[config.mk]
export PLATFORM = sky130hd
export DESIGN_NAME = x86_modrm_sib_address_unit_top_flat
export DESIGN_NICKNAME = d
export VERILOG_FILES = /design/src/rtl/x86ea_pkg.sv /design/src/rtl/x86ea_req_if.sv /design/src/rtl/x86ea_rsp_if.sv /design/src/rtl/x86ea_regfile.sv /design/src/rtl/x86ea_calc.sv /design/src/rtl/x86_modrm_sib_address_unit_top.sv /design/src/flat_wrapper.sv
export VERILOG_INCLUDE_DIRS = /design/src /design/src/rtl
export SDC_FILE = /design/constraint.sdc
export NUM_CORES = 1
export LEC_CHECK = 0
export BUFFER_PORTS_ARGS = -buffer_cell sky130_fd_sc_hd__buf_2
export CORE_MARGIN = 2
export CORE_UTILIZATION = 60
export DETAILED_ROUTE_END_ITERATION = 16
export PLACE_DENSITY = 0.79
export REMOVE_ABC_BUFFERS = 1
export SYNTH_ARGS = -nofsm -noshare
export SYNTH_HDL_FRONTEND = slang
export SYNTH_SLANG_ARGS = --single-unit
[constraint.sdc]
create_clock -name clock -period 4.82 [get_ports clock]
set_input_delay 0.241 -clock clock [delete_from_list [all_inputs] [get_ports clock]]
set_output_delay 0.241 -clock clock [all_outputs]
set_load 0.05 [all_outputs]
[src/rtl/x86_modrm_sib_address_unit_top_defines.svh]
// ----------------------------------------------------------------------------
// x86 effective-address unit assertion macros
// Concurrent check wrappers used by the top-level RTL file.
// ----------------------------------------------------------------------------
`ifndef X86_MODRM_SIB_ADDRESS_UNIT_TOP_DEFINES_SVH
`define X86_MODRM_SIB_ADDRESS_UNIT_TOP_DEFINES_SVH

// check with an explicit clock and reset
`define X86EA_ASSERT(lbl, clk, rst, prop) \
   lbl: assert property (@(posedge clk) disable iff (rst) prop) \
      else $error("x86ea assertion failed");

// check on the local clock and reset
`define X86EA_ASSERT_RST(lbl, prop) `X86EA_ASSERT(lbl, clock, reset, prop)

`endif

[src/rtl/x86ea_pkg.sv]
// ----------------------------------------------------------------------------
// x86ea_pkg
// Types, codes and read-port selection for the effective-address unit.
// ----------------------------------------------------------------------------
package x86ea_pkg;

   localparam int NUM_REGS  = 8;
   localparam int REG_W     = 32;
   localparam int REG_IDX_W = 3;

   localparam logic OP_WRITE = 1'b0;
   localparam logic OP_ADDR  = 1'b1;

   localparam logic [1:0] MOD_NODISP     = 2'd0;
   localparam logic [1:0] MOD_SHORT_DISP = 2'd1;
   localparam logic [1:0] MOD_DISPW      = 2'd2;
   localparam logic [1:0] MOD_REG        = 2'd3;

   localparam logic [2:0] RM_SIB     = 3'd4;
   localparam logic [2:0] RM_DISP32  = 3'd5;
   localparam logic [2:0] RM_DISP16  = 3'd6;
   localparam logic [2:0] SIB_NO_IDX = 3'd4;
   localparam logic [2:0] SIB_NO_BASE = 3'd5;

   localparam logic [2:0] R_EBX = 3'd3;
   localparam logic [2:0] R_EBP = 3'd5;
   localparam logic [2:0] R_ESI = 3'd6;
   localparam logic [2:0] R_EDI = 3'd7;

   localparam logic [2:0] DISP_NONE  = 3'd0;
   localparam logic [2:0] DISP_BYTE  = 3'd1;
   localparam logic [2:0] DISP_WORD  = 3'd2;
   localparam logic [2:0] DISP_DWORD = 3'd4;

   typedef struct packed {
      logic        op;
      logic [7:0]  modrm;
      logic [7:0]  sib;
      logic [31:0] disp;
      logic        addr_32;
   } s1_type;

   typedef struct packed {
      logic [31:0] address;
      logic        is_register;
      logic [2:0]  reg_number;
      logic [2:0]  disp_bytes;
      logic        uses_sib;
   } result_type;

   typedef struct packed {
      logic [REG_IDX_W-1:0] a;
      logic [REG_IDX_W-1:0] b;
   } rd_sel_type;

   function automatic rd_sel_type rd_sel(input logic [7:0] modrm, input logic [7:0] sib,
                                         input logic addr_32);
      rd_sel_type sel;
      sel.a = modrm[2:0];
      sel.b = sib[5:3];
      if (addr_32) begin
         if (modrm[2:0] == RM_SIB) begin
            sel.a = sib[2:0];
         end
      end else begin
         unique case (modrm[2:0])
            3'd0: begin sel.a = R_EBX; sel.b = R_ESI; end
            3'd1: begin sel.a = R_EBX; sel.b = R_EDI; end
            3'd2: begin sel.a = R_EBP; sel.b = R_ESI; end
            3'd3: begin sel.a = R_EBP; sel.b = R_EDI; end
            3'd4: begin sel.a = R_ESI; sel.b = R_ESI; end
            3'd5: begin sel.a = R_EDI; sel.b = R_ESI; end
            3'd6: begin sel.a = R_EBP; sel.b = R_ESI; end
            default: begin sel.a = R_EBX; sel.b = R_ESI; end
         endcase
      end
      return sel;
   endfunction

endpackage

[src/rtl/x86ea_req_if.sv]
// ----------------------------------------------------------------------------
// x86ea_req_if
// Request channel: register writes and address transactions.
// ----------------------------------------------------------------------------
interface x86ea_req_if;
   logic        valid;
   logic        ready;
   logic        op;
   logic [2:0]  reg_index;
   logic [31:0] reg_value;
   logic [7:0]  modrm;
   logic [7:0]  sib;
   logic [31:0] disp;
   logic        addr_32;

   modport source (output valid, output op, output reg_index, output reg_value,
                   output modrm, output sib, output disp, output addr_32, input ready);
   modport sink   (input valid, input op, input reg_index, input reg_value,
                   input modrm, input sib, input disp, input addr_32, output ready);
endinterface

[src/rtl/x86ea_rsp_if.sv]
// ----------------------------------------------------------------------------
// x86ea_rsp_if
// Response channel: effective address and operand decode results.
// ----------------------------------------------------------------------------
interface x86ea_rsp_if;
   logic        valid;
   logic        ready;
   logic [31:0] address;
   logic        is_register;
   logic [2:0]  reg_number;
   logic [2:0]  disp_bytes;
   logic        uses_sib;

   modport source (output valid, output address, output is_register, output reg_number,
                   output disp_bytes, output uses_sib, input ready);
   modport sink   (input valid, input address, input is_register, input reg_number,
                   input disp_bytes, input uses_sib, output ready);
endinterface

[src/rtl/x86ea_regfile.sv]
// ----------------------------------------------------------------------------
// x86ea_regfile
// Eight 32-bit general registers, one write port, two registered read ports.
// ----------------------------------------------------------------------------
module x86ea_regfile (
   input  logic                             clock,
   input  logic                             reset,
   input  logic                             wr_en,
   input  logic [x86ea_pkg::REG_IDX_W-1:0]  wr_idx,
   input  logic [x86ea_pkg::REG_W-1:0]      wr_data,
   input  logic                             rd_en,
   input  x86ea_pkg::rd_sel_type            rd_sel,
   output logic [x86ea_pkg::REG_W-1:0]      rd_data_a,
   output logic [x86ea_pkg::REG_W-1:0]      rd_data_b
);
   import x86ea_pkg::*;

   logic [REG_W-1:0]    mem_ff [NUM_REGS];
   logic [NUM_REGS-1:0] vld_ff;
   logic [REG_W-1:0]    rd_a_ff;
   logic [REG_W-1:0]    rd_b_ff;

   always_ff @(posedge clock) begin
      if (reset) begin
         vld_ff <= '0;
      end else if (wr_en) begin
         vld_ff[wr_idx] <= 1'b1;
      end
   end

   always_ff @(posedge clock) begin
      if (wr_en) begin
         mem_ff[wr_idx] <= wr_data;
      end
   end

   // unwritten entries read as zero
   always_ff @(posedge clock) begin
      if (rd_en) begin
         rd_a_ff <= vld_ff[rd_sel.a] ? mem_ff[rd_sel.a] : '0;
         rd_b_ff <= vld_ff[rd_sel.b] ? mem_ff[rd_sel.b] : '0;
      end
   end

   assign rd_data_a = rd_a_ff;
   assign rd_data_b = rd_b_ff;
endmodule

[src/rtl/x86ea_calc.sv]
// ----------------------------------------------------------------------------
// x86ea_calc
// ModR/M and SIB decode with base, scaled index and displacement sum.
// ----------------------------------------------------------------------------
module x86ea_calc (
   input  x86ea_pkg::s1_type             s1,
   input  logic [x86ea_pkg::REG_W-1:0]   rd_a,
   input  logic [x86ea_pkg::REG_W-1:0]   rd_b,
   output x86ea_pkg::result_type         res
);
   import x86ea_pkg::*;

   logic [1:0]  mode;
   logic [2:0]  rm;
   logic [1:0]  scale;
   logic [2:0]  idx;
   logic [2:0]  base;
   logic [31:0] base_term;
   logic [31:0] idx_term;
   logic [31:0] disp_term;
   logic [31:0] sum;
   logic [2:0]  nbytes;
   logic        regs_on;

   assign mode  = s1.modrm[7:6];
   assign rm    = s1.modrm[2:0];
   assign scale = s1.sib[7:6];
   assign idx   = s1.sib[5:3];
   assign base  = s1.sib[2:0];

   always_comb begin
      res       = '0;
      base_term = '0;
      idx_term  = '0;
      disp_term = '0;
      nbytes    = DISP_NONE;
      regs_on   = 1'b1;
      sum       = '0;
      if (s1.op == OP_ADDR) begin
         if (mode == MOD_REG) begin
            res.is_register = 1'b1;
            res.reg_number  = rm;
         end else if (s1.addr_32) begin
            if (mode == MOD_SHORT_DISP) begin
               nbytes = DISP_BYTE;
            end else if (mode == MOD_DISPW) begin
               nbytes = DISP_DWORD;
            end
            if (rm == RM_SIB) begin
               res.uses_sib = 1'b1;
               if (idx != SIB_NO_IDX) begin
                  idx_term = rd_b << scale;
               end
               if (base == SIB_NO_BASE && mode == MOD_NODISP) begin
                  nbytes = DISP_DWORD;
               end else begin
                  base_term = rd_a;
               end
            end else if (mode == MOD_NODISP && rm == RM_DISP32) begin
               nbytes = DISP_DWORD;
            end else begin
               base_term = rd_a;
            end
            if (nbytes == DISP_BYTE) begin
               disp_term = {{24{s1.disp[7]}}, s1.disp[7:0]};
            end else if (nbytes == DISP_DWORD) begin
               disp_term = s1.disp;
            end
            sum = base_term + idx_term + disp_term;
            res.address    = sum;
            res.disp_bytes = nbytes;
         end else begin
            if (mode == MOD_NODISP && rm == RM_DISP16) begin
               regs_on = 1'b0;
               nbytes  = DISP_WORD;
            end else if (mode == MOD_SHORT_DISP) begin
               nbytes = DISP_BYTE;
            end else if (mode == MOD_DISPW) begin
               nbytes = DISP_WORD;
            end
            if (regs_on) begin
               base_term = {16'h0000, rd_a[15:0]};
               if (rm[2] == 1'b0) begin
                  idx_term = {16'h0000, rd_b[15:0]};
               end
            end
            if (nbytes == DISP_BYTE) begin
               disp_term = {{24{s1.disp[7]}}, s1.disp[7:0]};
            end else if (nbytes == DISP_WORD) begin
               disp_term = {16'h0000, s1.disp[15:0]};
            end
            sum = base_term + idx_term + disp_term;
            res.address    = {16'h0000, sum[15:0]};
            res.disp_bytes = nbytes;
         end
      end
   end
endmodule

[src/rtl/x86_modrm_sib_address_unit_top.sv]
// ----------------------------------------------------------------------------
// x86_modrm_sib_address_unit_top: register file with x86 effective-address unit
// The register-file read is registered at accept, then the address sum in the output register.
// Throughput one transaction per cycle while rsp_ch.ready does not stall the output register.
// Synchronous reset clears pipeline valids and marks all registers zero.
// ----------------------------------------------------------------------------
`include "x86_modrm_sib_address_unit_top_defines.svh"

module x86_modrm_sib_address_unit_top (
   input logic          clock,
   input logic          reset,
   x86ea_req_if.sink    req_ch,
   x86ea_rsp_if.source  rsp_ch
);
   import x86ea_pkg::*;

   logic       s1_valid_ff;
   logic       s1_valid_in;
   s1_type     s1_ff;
   s1_type     s1_in;
   logic       out_valid_ff;
   logic       out_valid_in;
   result_type out_ff;
   result_type calc_res;
   rd_sel_type sel;
   logic       advance;
   logic       req_fire;
   logic [REG_W-1:0] rd_a;
   logic [REG_W-1:0] rd_b;
   logic       reg_form_clean;
   logic       disp_legal;

   assign advance      = s1_valid_ff && (!out_valid_ff || rsp_ch.ready);
   assign req_ch.ready = !s1_valid_ff || advance;
   assign req_fire     = req_ch.valid && req_ch.ready;
   assign sel          = rd_sel(req_ch.modrm, req_ch.sib, req_ch.addr_32);

   assign s1_in.op      = req_ch.op;
   assign s1_in.modrm   = req_ch.modrm;
   assign s1_in.sib     = req_ch.sib;
   assign s1_in.disp    = req_ch.disp;
   assign s1_in.addr_32 = req_ch.addr_32;

   x86ea_regfile u_regfile (
      .clock     (clock),
      .reset     (reset),
      .wr_en     (req_fire && req_ch.op == OP_WRITE),
      .wr_idx    (req_ch.reg_index),
      .wr_data   (req_ch.reg_value),
      .rd_en     (req_fire),
      .rd_sel    (sel),
      .rd_data_a (rd_a),
      .rd_data_b (rd_b)
   );

   x86ea_calc u_calc (
      .s1   (s1_ff),
      .rd_a (rd_a),
      .rd_b (rd_b),
      .res  (calc_res)
   );

   always_comb begin
      s1_valid_in = s1_valid_ff;
      if (req_fire) begin
         s1_valid_in = 1'b1;
      end else if (advance) begin
         s1_valid_in = 1'b0;
      end
      out_valid_in = out_valid_ff;
      if (advance) begin
         out_valid_in = 1'b1;
      end else if (rsp_ch.ready) begin
         out_valid_in = 1'b0;
      end
   end

   always_ff @(posedge clock) begin
      if (reset) begin
         s1_valid_ff  <= 1'b0;
         out_valid_ff <= 1'b0;
      end else begin
         s1_valid_ff  <= s1_valid_in;
         out_valid_ff <= out_valid_in;
      end
   end

   always_ff @(posedge clock) begin
      if (req_fire) begin
         s1_ff <= s1_in;
      end
      if (advance) begin
         out_ff <= calc_res;
      end
   end

   assign rsp_ch.valid       = out_valid_ff;
   assign rsp_ch.address     = out_ff.address;
   assign rsp_ch.is_register = out_ff.is_register;
   assign rsp_ch.reg_number  = out_ff.reg_number;
   assign rsp_ch.disp_bytes  = out_ff.disp_bytes;
   assign rsp_ch.uses_sib    = out_ff.uses_sib;

   assign reg_form_clean = out_ff.address == '0 && out_ff.disp_bytes == DISP_NONE &&
                           !out_ff.uses_sib;
   assign disp_legal     = out_ff.disp_bytes == DISP_NONE || out_ff.disp_bytes == DISP_BYTE ||
                           out_ff.disp_bytes == DISP_WORD || out_ff.disp_bytes == DISP_DWORD;

   `X86EA_ASSERT_RST(a_s1_hold, s1_valid_ff && !advance |=> s1_valid_ff && $stable(s1_ff))
   `X86EA_ASSERT_RST(a_fire_fills, req_fire |=> s1_valid_ff)
   `X86EA_ASSERT_RST(a_reg_form, out_valid_ff && out_ff.is_register |-> reg_form_clean)
   `X86EA_ASSERT_RST(a_disp_legal, out_valid_ff |-> disp_legal)
endmodule
[src/flat_wrapper.sv]
// flat-port wrapper written by rule: the top's interface ports become plain ports
module x86_modrm_sib_address_unit_top_flat import x86ea_pkg::*;
  (clock, reset, req_ch_valid, req_ch_op, req_ch_reg_index, req_ch_reg_value, req_ch_modrm, req_ch_sib, req_ch_disp, req_ch_addr_32, req_ch_ready, rsp_ch_valid, rsp_ch_address, rsp_ch_is_register, rsp_ch_reg_number, rsp_ch_disp_bytes, rsp_ch_uses_sib, rsp_ch_ready);
  x86ea_req_if req_ch_i ();
  x86ea_rsp_if rsp_ch_i ();
  input logic clock;
  input logic reset;
  input wire logic [$bits(req_ch_i.valid)-1:0] req_ch_valid;
  input wire logic [$bits(req_ch_i.op)-1:0] req_ch_op;
  input wire logic [$bits(req_ch_i.reg_index)-1:0] req_ch_reg_index;
  input wire logic [$bits(req_ch_i.reg_value)-1:0] req_ch_reg_value;
  input wire logic [$bits(req_ch_i.modrm)-1:0] req_ch_modrm;
  input wire logic [$bits(req_ch_i.sib)-1:0] req_ch_sib;
  input wire logic [$bits(req_ch_i.disp)-1:0] req_ch_disp;
  input wire logic [$bits(req_ch_i.addr_32)-1:0] req_ch_addr_32;
  output wire logic [$bits(req_ch_i.ready)-1:0] req_ch_ready;
  output wire logic [$bits(rsp_ch_i.valid)-1:0] rsp_ch_valid;
  output wire logic [$bits(rsp_ch_i.address)-1:0] rsp_ch_address;
  output wire logic [$bits(rsp_ch_i.is_register)-1:0] rsp_ch_is_register;
  output wire logic [$bits(rsp_ch_i.reg_number)-1:0] rsp_ch_reg_number;
  output wire logic [$bits(rsp_ch_i.disp_bytes)-1:0] rsp_ch_disp_bytes;
  output wire logic [$bits(rsp_ch_i.uses_sib)-1:0] rsp_ch_uses_sib;
  input wire logic [$bits(rsp_ch_i.ready)-1:0] rsp_ch_ready;
  assign req_ch_i.valid = req_ch_valid;
  assign req_ch_i.op = req_ch_op;
  assign req_ch_i.reg_index = req_ch_reg_index;
  assign req_ch_i.reg_value = req_ch_reg_value;
  assign req_ch_i.modrm = req_ch_modrm;
  assign req_ch_i.sib = req_ch_sib;
  assign req_ch_i.disp = req_ch_disp;
  assign req_ch_i.addr_32 = req_ch_addr_32;
  assign req_ch_ready = req_ch_i.ready;
  assign rsp_ch_valid = rsp_ch_i.valid;
  assign rsp_ch_address = rsp_ch_i.address;
  assign rsp_ch_is_register = rsp_ch_i.is_register;
  assign rsp_ch_reg_number = rsp_ch_i.reg_number;
  assign rsp_ch_disp_bytes = rsp_ch_i.disp_bytes;
  assign rsp_ch_uses_sib = rsp_ch_i.uses_sib;
  assign rsp_ch_i.ready = rsp_ch_ready;
  x86_modrm_sib_address_unit_top u_core (.clock(clock), .reset(reset), .req_ch(req_ch_i), .rsp_ch(rsp_ch_i));
endmodule
After elaboration in Yosys (flattened, before gate mapping)
Memories as Yosys holds them, arrays and structs flattened. A register that Yosys moved wholly into a read port is not among the register bits.
Index checks and enable logic that the tools add are counted.
{"block": "totals", "memories": 1, "in_bits": 89, "word_cells": 134, "register_bits": 100, "output_inout_bits": 42, "ramBits": 256}
{"block": "op_classes", "reduce_logical": 20, "add_sub_neg": 4, "n_eq_ne": 18, "shift": 1, "bitwise": 4, "muxes": 68, "magnitude_cmp": 4}
{"name": "u_core.u_regfile.mem_ff", "depth": 8, "width": 32, "read_ports": 2, "rd_clocked_by_memory_dff": 2, "wr": 1, "line": "x86ea_regfile.sv:18", "text": "logic [REG_W-1:0] mem_ff [NUM_REGS];"}
{"cell": "32-bit 2-to-1 mux", "n": 16}
{"cell": "16-bit 2-to-1 mux", "n": 15}
{"cell": "32-bit adder", "n": 2}
{"cell": "3-bit 2-to-1 mux", "n": 15}
{"cell": "16-bit adder", "n": 2}
{"cell": "32-bit by 2-bit << shifter with 32-bit output", "n": 1}
{"cell": "6-bit one-hot mux with 5 select lines", "n": 1}
{"cell": "3-bit == test (second input constant)", "n": 8}
{"cell": "1-bit 2-to-1 mux", "n": 14}
{"cell": "3-bit by 4-bit less-than comparator with 1-bit output (second input constant)", "n": 3}
{"cell": "3-bit by 1-bit == test with 1-bit output (second input constant)", "n": 3}
{"cell": "3-bit by 2-bit == test with 1-bit output (second input constant)", "n": 3}
{"cell": "8-bit OR", "n": 1}
{"cell": "1-bit logical AND", "n": 7}
{"cell": "1-bit binary-select mux with 3-bit select", "n": 2}
{"cell": "2-bit 2-to-1 mux", "n": 3}
{"cell": "2-bit == test (second input constant)", "n": 2}
{"cell": "1-bit zero test", "n": 4}
{"cell": "4-bit 2-to-1 mux", "n": 1}
{"cell": "2-bit nonzero test", "n": 2}
{"cell": "2-bit OR reduction", "n": 2}
{"cell": "1-bit demux with 3-bit select", "n": 1}
{"cell": "3-bit by 1-bit greater-or-equal comparator with 1-bit output (second input constant)", "n": 1}
{"cell": "3-bit != test (second input constant)", "n": 1}
{"cell": "other kinds (6)", "n": 9}

Longest topological paths before layout
Gate-level depths: netlist of run 1.
{"block": "depth", "ltp_word": 16, "ltp_mapped": 18, "mapped_depth_nobuf": 17}

Modules after synthesis
Synthesis of run 1 repeated with hierarchy kept, for this count alone.
{"block": "hier_totals", "cells_unflattened": 1561, "area_unflattened_um2": 22446.5}
{"mod": "x86ea_regfile", "cells_per_inst": 655, "n_inst": 1, "seq_area_each_um2": 9769.4, "area_each_um2": 14106.0}
{"mod": "x86ea_calc", "cells_per_inst": 789, "n_inst": 1, "seq_area_each_um2": 0.0, "area_each_um2": 5427.7}
{"mod": "x86_modrm_sib_address_unit_top", "cells_per_inst": 117, "n_inst": 1, "seq_area_each_um2": 2742.6, "area_each_um2": 2912.8}

Worst setup path after synthesis of run 1
Ideal clock, no wire load.
{"block": "synth_path", "path_type": "reg-to-reg", "start": "reg u_core.s1_ff[41] (netlist name)", "end": "reg u_core.out_ff, in the netlist u_core.rsp_ch.address[31], data pin", "stages_incl_launch_ff": 16, "synth_period_minus_slack_ps": 4445, "arrival_ps": 4187, "path_buffers": 0, "path_slack_ps": 375, "setup_ps": 258, "t_required_ps": 4562, "path_cell_list": "edfxtp_1 > or3b_1 > a21oi_2 > or3b_2 > fa_1 > inv_1 > ha_1 > fa_1 > a211oi_1 > o21ai_1 > a31oi_2 > o21ai_2 > o21bai_2 > a31oi_1 > o41a_1 > mux2i_1"}
{"block": "synth_between", "elab_chain_len": 14, "word_cells_on_any_way": 26, "cone_classes": "add/sub: 2; eq/ne: 4; mux: 19; reduce/logical: 1"}
{"item": "from (decl)", "line": "x86_modrm_sib_address_unit_top.sv:19", "text": "s1_type s1_ff;"}
{"item": "from (signal assigned)", "line": "x86_modrm_sib_address_unit_top.sv:90", "text": "s1_ff <= s1_in;"}
{"item": "parallel branches: the longest is 13 deep, another holds 32-bit adder"}
{"item": "32-bit adder (*)", "line": "x86ea_calc.sv:69", "text": "sum = base_term + idx_term + disp_term;"}
{"item": "to (signal assigned)", "line": "x86_modrm_sib_address_unit_top.sv:93", "text": "out_ff <= calc_res;"}
{"item": "to (decl)", "line": "x86_modrm_sib_address_unit_top.sv:23", "text": "result_type out_ff;"}
Mark *: on every way between the ends. The select of a mux whose other input is x is not followed.
A chain may end at the register's enable or synchronous reset.

Worst setup path in the final report of run 1
Ends and elaborated chain as after synthesis.

==> flow_summary.json, run 1 <==
{
  "root_buffer": "clkbuf_16",
  "ctsHtreeMaxLevel": 2,
  "slowest_stage": "fa_1",
  "routed.top_layer": "met5",
  "relSlewSlack_pct": 21.1,
  "wl_met3_um": 5670,
  "hpwl_um": 33100,
  "numCtsBuffers": 42,
  "clk_pin_slew_ps": 70,
  "syn_area_mm2": 0.0221,
  "core_area_mm2": 0.0365,
  "critPathLaunchType": "flop",
  "yosysWarnings": 0,
  "dp.cells": 2186,
  "drt_iter0_markers": 1618,
  "slowest_delay_ps": 520,
  "wl_um": 54100,
  "clk-insertion-delay-late_ps": 550,
  "antenna_found_initial": 4,
  "dr.pass1.iters": 6,
  "io_pins": 131,
  "yosysSeqAreaShare_pct": 56.1,
  "wl_per_cell_um": 23.1,
  "die_area_mm2": 0.0385,
  "cellPowerDensity_mw_per_mm2": 345,
  "drv_slew": 0,
  "grt_start_max_net_pins": 60,
  "fin_setup_tns_ps": 0,
  "grtUsageTotal_pct": 28.4,
  "met1_length_um": 19800,
  "drtAntennaViolNets": 0,
  "async_flop_share_pct": 0,
  "synth_largest_area_cell": "edfxtp_1",
  "timing.fmax_mhz": 219,
  "p_leak_uw": 0.00977,
  "crit_required_ps": 5130,
  "tightestPinTransition_ps": 1180,
  "synth_top_area_share_pct": 55.2,
  "status": "completed",
  "avgSynthCellArea_um2": 13.5,
  "die_w_um": 196,
  "route.met2.wl_um": 26600,
  "worstSetupEndpointType": "flop",
  "drc_errors": 0,
  "finalSetupViolations": 0,
  "cp.arrival_ps": 4870,
  "layout-drive-gt1-share_pct": 21.4,
  "grt_pass1_vias": 14899,
  "ys.flop_type": "edfxtp_1",
  "path_max_fanout": 4,
  "cap_violations": 0,
  "die_h_um": 196,
  "synth_edf_count": 407,
  "port_buffers": 127,
  "grt_pass1_wl_um": 83000,
  "area_growth_pct": 15.3,
  "netlist_top_cells_area": "edfxtp_1 55%, mux4_2 13%, nand2_1 4.8%, fa_1 4.3%, a21oi_1 3.0%",
  "cts_max_path_buffers": 3,
  "path_cells": "or3b_1 -> a21oi_2 -> or3b_2 -> fa_1 -> inv_1 -> ha_1 -> fa_1 -> a211oi_2 -> o21ai_1 -> a31oi_4 -> o21ai_2 -> o21bai_2 -> a31oi_1 -> o41a_1 -> mux2i_1",
  "ys_ff_latch": 417,
  "ys_types": 75,
  "postCtsSetupBuffers": 0,
  "crit_top_cell": "fa_1",
  "worstSetupPathType": "flop to flop",
  "post_layout_nonfiller_instances": 2341,
  "vias_per_cell": 6.35,
  "hold_viol": 0,
  "rsz0062_at_grt": "no",
  "period_needed_ps": 4570,
  "final_nets": 2023,
  "clock_sinks": 417,
  "cts_tree": "done",
  "timing.final.crit_share_pct": 94.7,
  "netlist_instances": 1644,
  "fillerInstances": 2337,
  "hold_path_class": "input pin to flop",
  "gp_congestion": 0.918,
  "routed-via-count": 14858,
  "grt_overflow_total": 0,
  "ir_worst_vdd_mv": 0.241,
  "finClkSkew_ps": 15.0,
  "rows": 70,
  "start_util_pct": 60.6
}
Yosys cell counts (8+ instances only):
cell	instances
and2_1	15
nand3_1	44
nand2_1	283
nor3_1	16
buf_1	8
a21o_1	19
inv_1	98
nand2b_1	26
mux4_2	132
clkbuf_1	57
fa_1	48
xor2_1	10
o21ai_0	21
ha_1	44
xnor2_1	25
nor2_1	58
buf_2	14
a21oi_1	133
buf_4	10
a211oi_1	8
edfxtp_1	407
nor2b_1	9
mux2i_1	36
dfxtp_1	10
layout make-up:
| type | count | area [um^2] | area share (%) |
|---|---|---|---|
| multi-input cells | 1038 | 9050 | 35.5 |
| well taps | 468 | 586 | 2.29 |
| repair buffers | 245 | 1730 | 6.79 |
| clock inverters | 19 | 208 | 0.814 |
| inverters | 98 | 370 | 1.45 |
| flip-flops and latches | 417 | 12400 | 48.7 |
| clock buffers | 55 | 1150 | 4.51 |
| diodes | 1 | 2.50 | 0.00980 |
cell usage in the layout (no fill, tap or decap), types with 48 or more instances in the layout:
master         instances
inv_1                 97
mux4_2               132
buf_2                127
edfxtp_1             407
dlygate4sd3_1         80
nand2_1              282
a21oi_1              131
nor2_1                52
fa_1                  48
flip-flops by register name, summed over array words and instances, names as in the netlist, 3 cells and up:
name,count
u_core.u_regfile.mem_ff,256
u_core.s1_ff,47
u_core.rsp_ch.address,32
u_core.u_regfile.rd_data_a,32
u_core.u_regfile.rd_data_b,32
u_core.u_regfile.vld_ff,8
u_core.rsp_ch.disp_bytes,3
u_core.rsp_ch.reg_number,3
layer usage:
layer / vias to the layer above / global-route usage, %
li1: 6509 / -
met1: 7165 / 36.6
met2: 1015 / 47.9
met3: 165 / 5.88
met4: 4 / 11.1
met5: - / 0
worst max-delay path, delay by kind of cell (launching register included):
kind / cells / cell delay [ps]
compound gates: 8 / 1650
fa+ha+maj: 3 / 1210
buf+inv: 1 / 40
flops: 1 / 390
mux: 1 / 120
simple gates: 2 / 910
path summary, 6_finish.rpt:
path / start / endpoint / slack [ps] / depth (start not counted)
setup / recovery: u_core.s1_ff[41] / u_core.rsp_ch.address[31] / 250 / 15
hold reg to reg: u_core.u_regfile.vld_ff[6] / u_core.u_regfile.vld_ff[6] / 500 / 2
hold / removal: req_ch_modrm[2] / u_core.s1_ff[43] / 30 / 1
setup reg to reg: u_core.s1_ff[41] / u_core.rsp_ch.address[31] / 250 / 15
what timing repair did:
action | in CTS | in global routing
gates resized for setup | 0 | 3
endpoints found under the hold margin | 308 | 0
hold buffers | 80 | 0
endpoints found under the setup margin | 0 | 7
metrics by stage:
stage                     worst slack (ps)  instance area [um^2]  utilization (%)  power [uW]  hold WS [ps]
after global routing                  38.1                 25500             69.9        9080          25.0
after floorplan                      -3140                 21700                -        5210           313
after global placement                 150                 23300             63.9        5490           419
final                                  254                 25500             69.9        8800          32.6
after detailed placement              77.2                 23300             63.9        5530           419
after CTS                             87.9                 25500             69.8        8790          9.86
kinds of logic (layout without fill, tap and decap cells):
group | Yosys count | count (layout) | synth area share [%]
other | 0 | 1 | 0
DFF | 417 | 417 | 56.1
AOI/OAI and AO/OA | 245 | 245 | 6.90
adders and majority gates | 92 | 92 | 6.82
buffers and inverters | 189 | 417 | 3.52
xor gates and xnor gates | 35 | 35 | 1.38
and+or+nand+nor | 496 | 496 | 10.1
muxes | 170 | 170 | 15.1
power by group:
part	leakage [uW]	switching, uW	internal (uW)
clock network	0.000662	1350	1900
registers	0.00389	54.4	4100
logic	0.00522	824	570
total	0.00977	2230	6570
Power figures use the tool's default switching activity.
==> run 2: changes to the inputs <==
Settings changed: ABC_CLOCK_PERIOD_IN_PS from default to 4820, BUFFER_PORTS_ARGS -buffer_cell sky130_fd_sc_hd__buf_2 to default, DONT_BUFFER_PORTS from default to 1, PLACE_DENSITY 0.79 to 0.76.
==> run 2 against run 1 <==
Clock power fell by 2%. Sequential power rose by 2%. Power fell by 1.6%. Worst hold slack better by 150 ps. Critical path type unchanged. Largest cell class unchanged. Non-clock buffer count down 126. Largest power group unchanged. Highest routed layer is now met4.
==> flow_summary.json, run 2 (synthesis gave the netlist of run 1 again) <==
{
  "finalSetupViolations": 0,
  "grtUsageTotal_pct": 27.4,
  "regMostFlops": "u_core.u_regfile.mem_ff",
  "grt_overflow_total": 0,
  "cp.arrival_ps": 4980,
  "ir_worst_vdd_mv": 0.253,
  "layout_setup_ws_ps": 164,
  "final_nets": 1898,
  "port_buffers": 0,
  "finClkSkew_ps": 16.2,
  "timing.final.crit_share_pct": 96.6,
  "ctsHtreeMaxLevel": 2,
  "tightestPinTransition_ps": 1190,
  "cap_violations": 0,
  "core_area_mm2": 0.0365,
  "hpwl_um": 31500,
  "hold_ws_ps": 187,
  "worstSetupPathType": "flop to flop",
  "die_h_um": 196,
  "clk_pin_slew_ps": 60,
  "grt_pass1_wl_um": 80100,
  "p_leak_uw": 0.00927,
  "root_buffer": "clkbuf_16",
  "critPathLaunchType": "flop",
  "vias_per_cell": 6.37,
  "period_needed_ps": 4660,
  "rsz0062_at_grt": "yes",
  "routed-via-count": 14132,
  "drtAntennaViolNets": 0,
  "finalPower_uw": 8660,
  "gp_congestion": 0.906,
  "grt_start_max_net_pins": 67,
  "timing.fmax_mhz": 215,
  "regToRegStartpoint": "u_core.s1_ff[42]",
  "die_w_um": 196,
  "rows": 70,
  "grt_pass1_vias": 14292,
  "worstSetupEndpointType": "flop",
  "drt_iter0_markers": 1312,
  "antenna_found_initial": 2,
  "start_util_pct": 60.6,
  "path_max_fanout": 4,
  "numCtsBuffers": 43,
  "rrSetupSlack_ps": 160,
  "dpl_cell_area_mm2": 0.0227,
  "clock_sinks": 417,
  "wl_um": 52000,
  "dr.pass1.iters": 5,
  "drc_errors": 0,
  "area_growth_pct": 12.4,
  "fin_area_mm2": 0.0249,
  "top_regs": "u_core.u_regfile.mem_ff (256), u_core.s1_ff (47)",
  "crit_path_start": "u_core.s1_ff[42]",
  "drv_slew": 0,
  "hold_viol": 0,
  "crit_required_ps": 5140,
  "place_ws_ps": -22.3,
  "die_area_mm2": 0.0385,
  "io_pins": 131,
  "hold_path_class": "input pin to flop",
  "cts_tree": "done",
  "hold_path_startpoint": "req_ch_sib[5]",
  "final_cell_mix": "407 x edfxtp_1, 282 x nand2_1, 132 x mux4_2",
  "cellPowerDensity_mw_per_mm2": 348,
  "wl_per_cell_um": 23.4,
  "utilization_pct": 68.2,
  "clk-insertion-delay-late_ps": 590,
  "largest_reg_flops": 256,
  "layout_commonest_cell": "edfxtp_1",
  "status": "completed",
  "layout-drive-gt1-share_pct": 15.7,
  "fillerInstances": 2424,
  "cts_max_path_buffers": 3,
  "relSlewSlack_pct": 20.3
}
==> run 2: where the power goes <==
group,internal (uW),switching (uW),leakage (uW),total [uW]
Sequential,4100,129,0.00389,4230
Clock,1790,1390,0.000657,3180
Combinational,537,718,0.00472,1250
Total,6420,2240,0.00927,8660
==> run 2: critical path, stage by stage (launching register included) <==
cell and delay (ps):
edfxtp_1 400, or3b_1 420, a21oi_2 160, or3b_2 480
fa_1 520, inv_1 50, ha_1 210, fa_1 490
a211oi_2 250, o21ai_1 160, a31oi_4 280, o21ai_2 140
o21bai_2 170, a31oi_1 150, o41a_1 400, mux2i_1 120
==> run 2: layout make-up <==
| cell class | count | area (um^2) | area share, % |
|---|---|---|---|
| clock inverter | 23 | 199 | 0.799 |
| inverter | 98 | 370 | 1.49 |
| clock buffer | 55 | 1130 | 4.54 |
| sequential | 417 | 12400 | 49.9 |
| tap | 468 | 586 | 2.35 |
| multi-input combinational | 1038 | 9060 | 36.4 |
| timing repair buffer | 119 | 1120 | 4.51 |
| antenna | 2 | 5.00 | 0.0201 |
==> run 2: layer usage <==
metal,up-vias,track usage (%),share of wire (%)
li1,6267,-,-
met1,6975,38.0,41
met2,778,44.1,48
met3,112,4.37,8.2
met4,0,11.3,3.1
met5,-,0,0
==> run 2: path summary, 6_finish.rpt <==
| path | cells past startpoint | end |
|---|---|---|
| min | 3 | u_core.u_regfile.rd_data_b[8] |
| max reg2reg | 15 | u_core.rsp_ch.address[31] |
| max | 15 | u_core.rsp_ch.address[31] |
| min reg2reg | 2 | u_core.u_regfile.vld_ff[0] |
==> run 2: what timing repair did <==
action / in CTS / in global routing
gates resized for setup: 1 / 3
hold buffers: 82 / 0
pin swaps: 0 / 2
buffers inserted: 0 / 2
hold endpoints to repair: 313 / 0
setup endpoints to repair: 1 / 6
==> run 2: metrics by stage <==
step,setup TNS [ps],cells
after CTS,0,2216
after detailed placement,-22.3,2056
after global routing,-0.725,2219
after floorplan,-178940,1553
after global placement,0,2056
final,0,2220
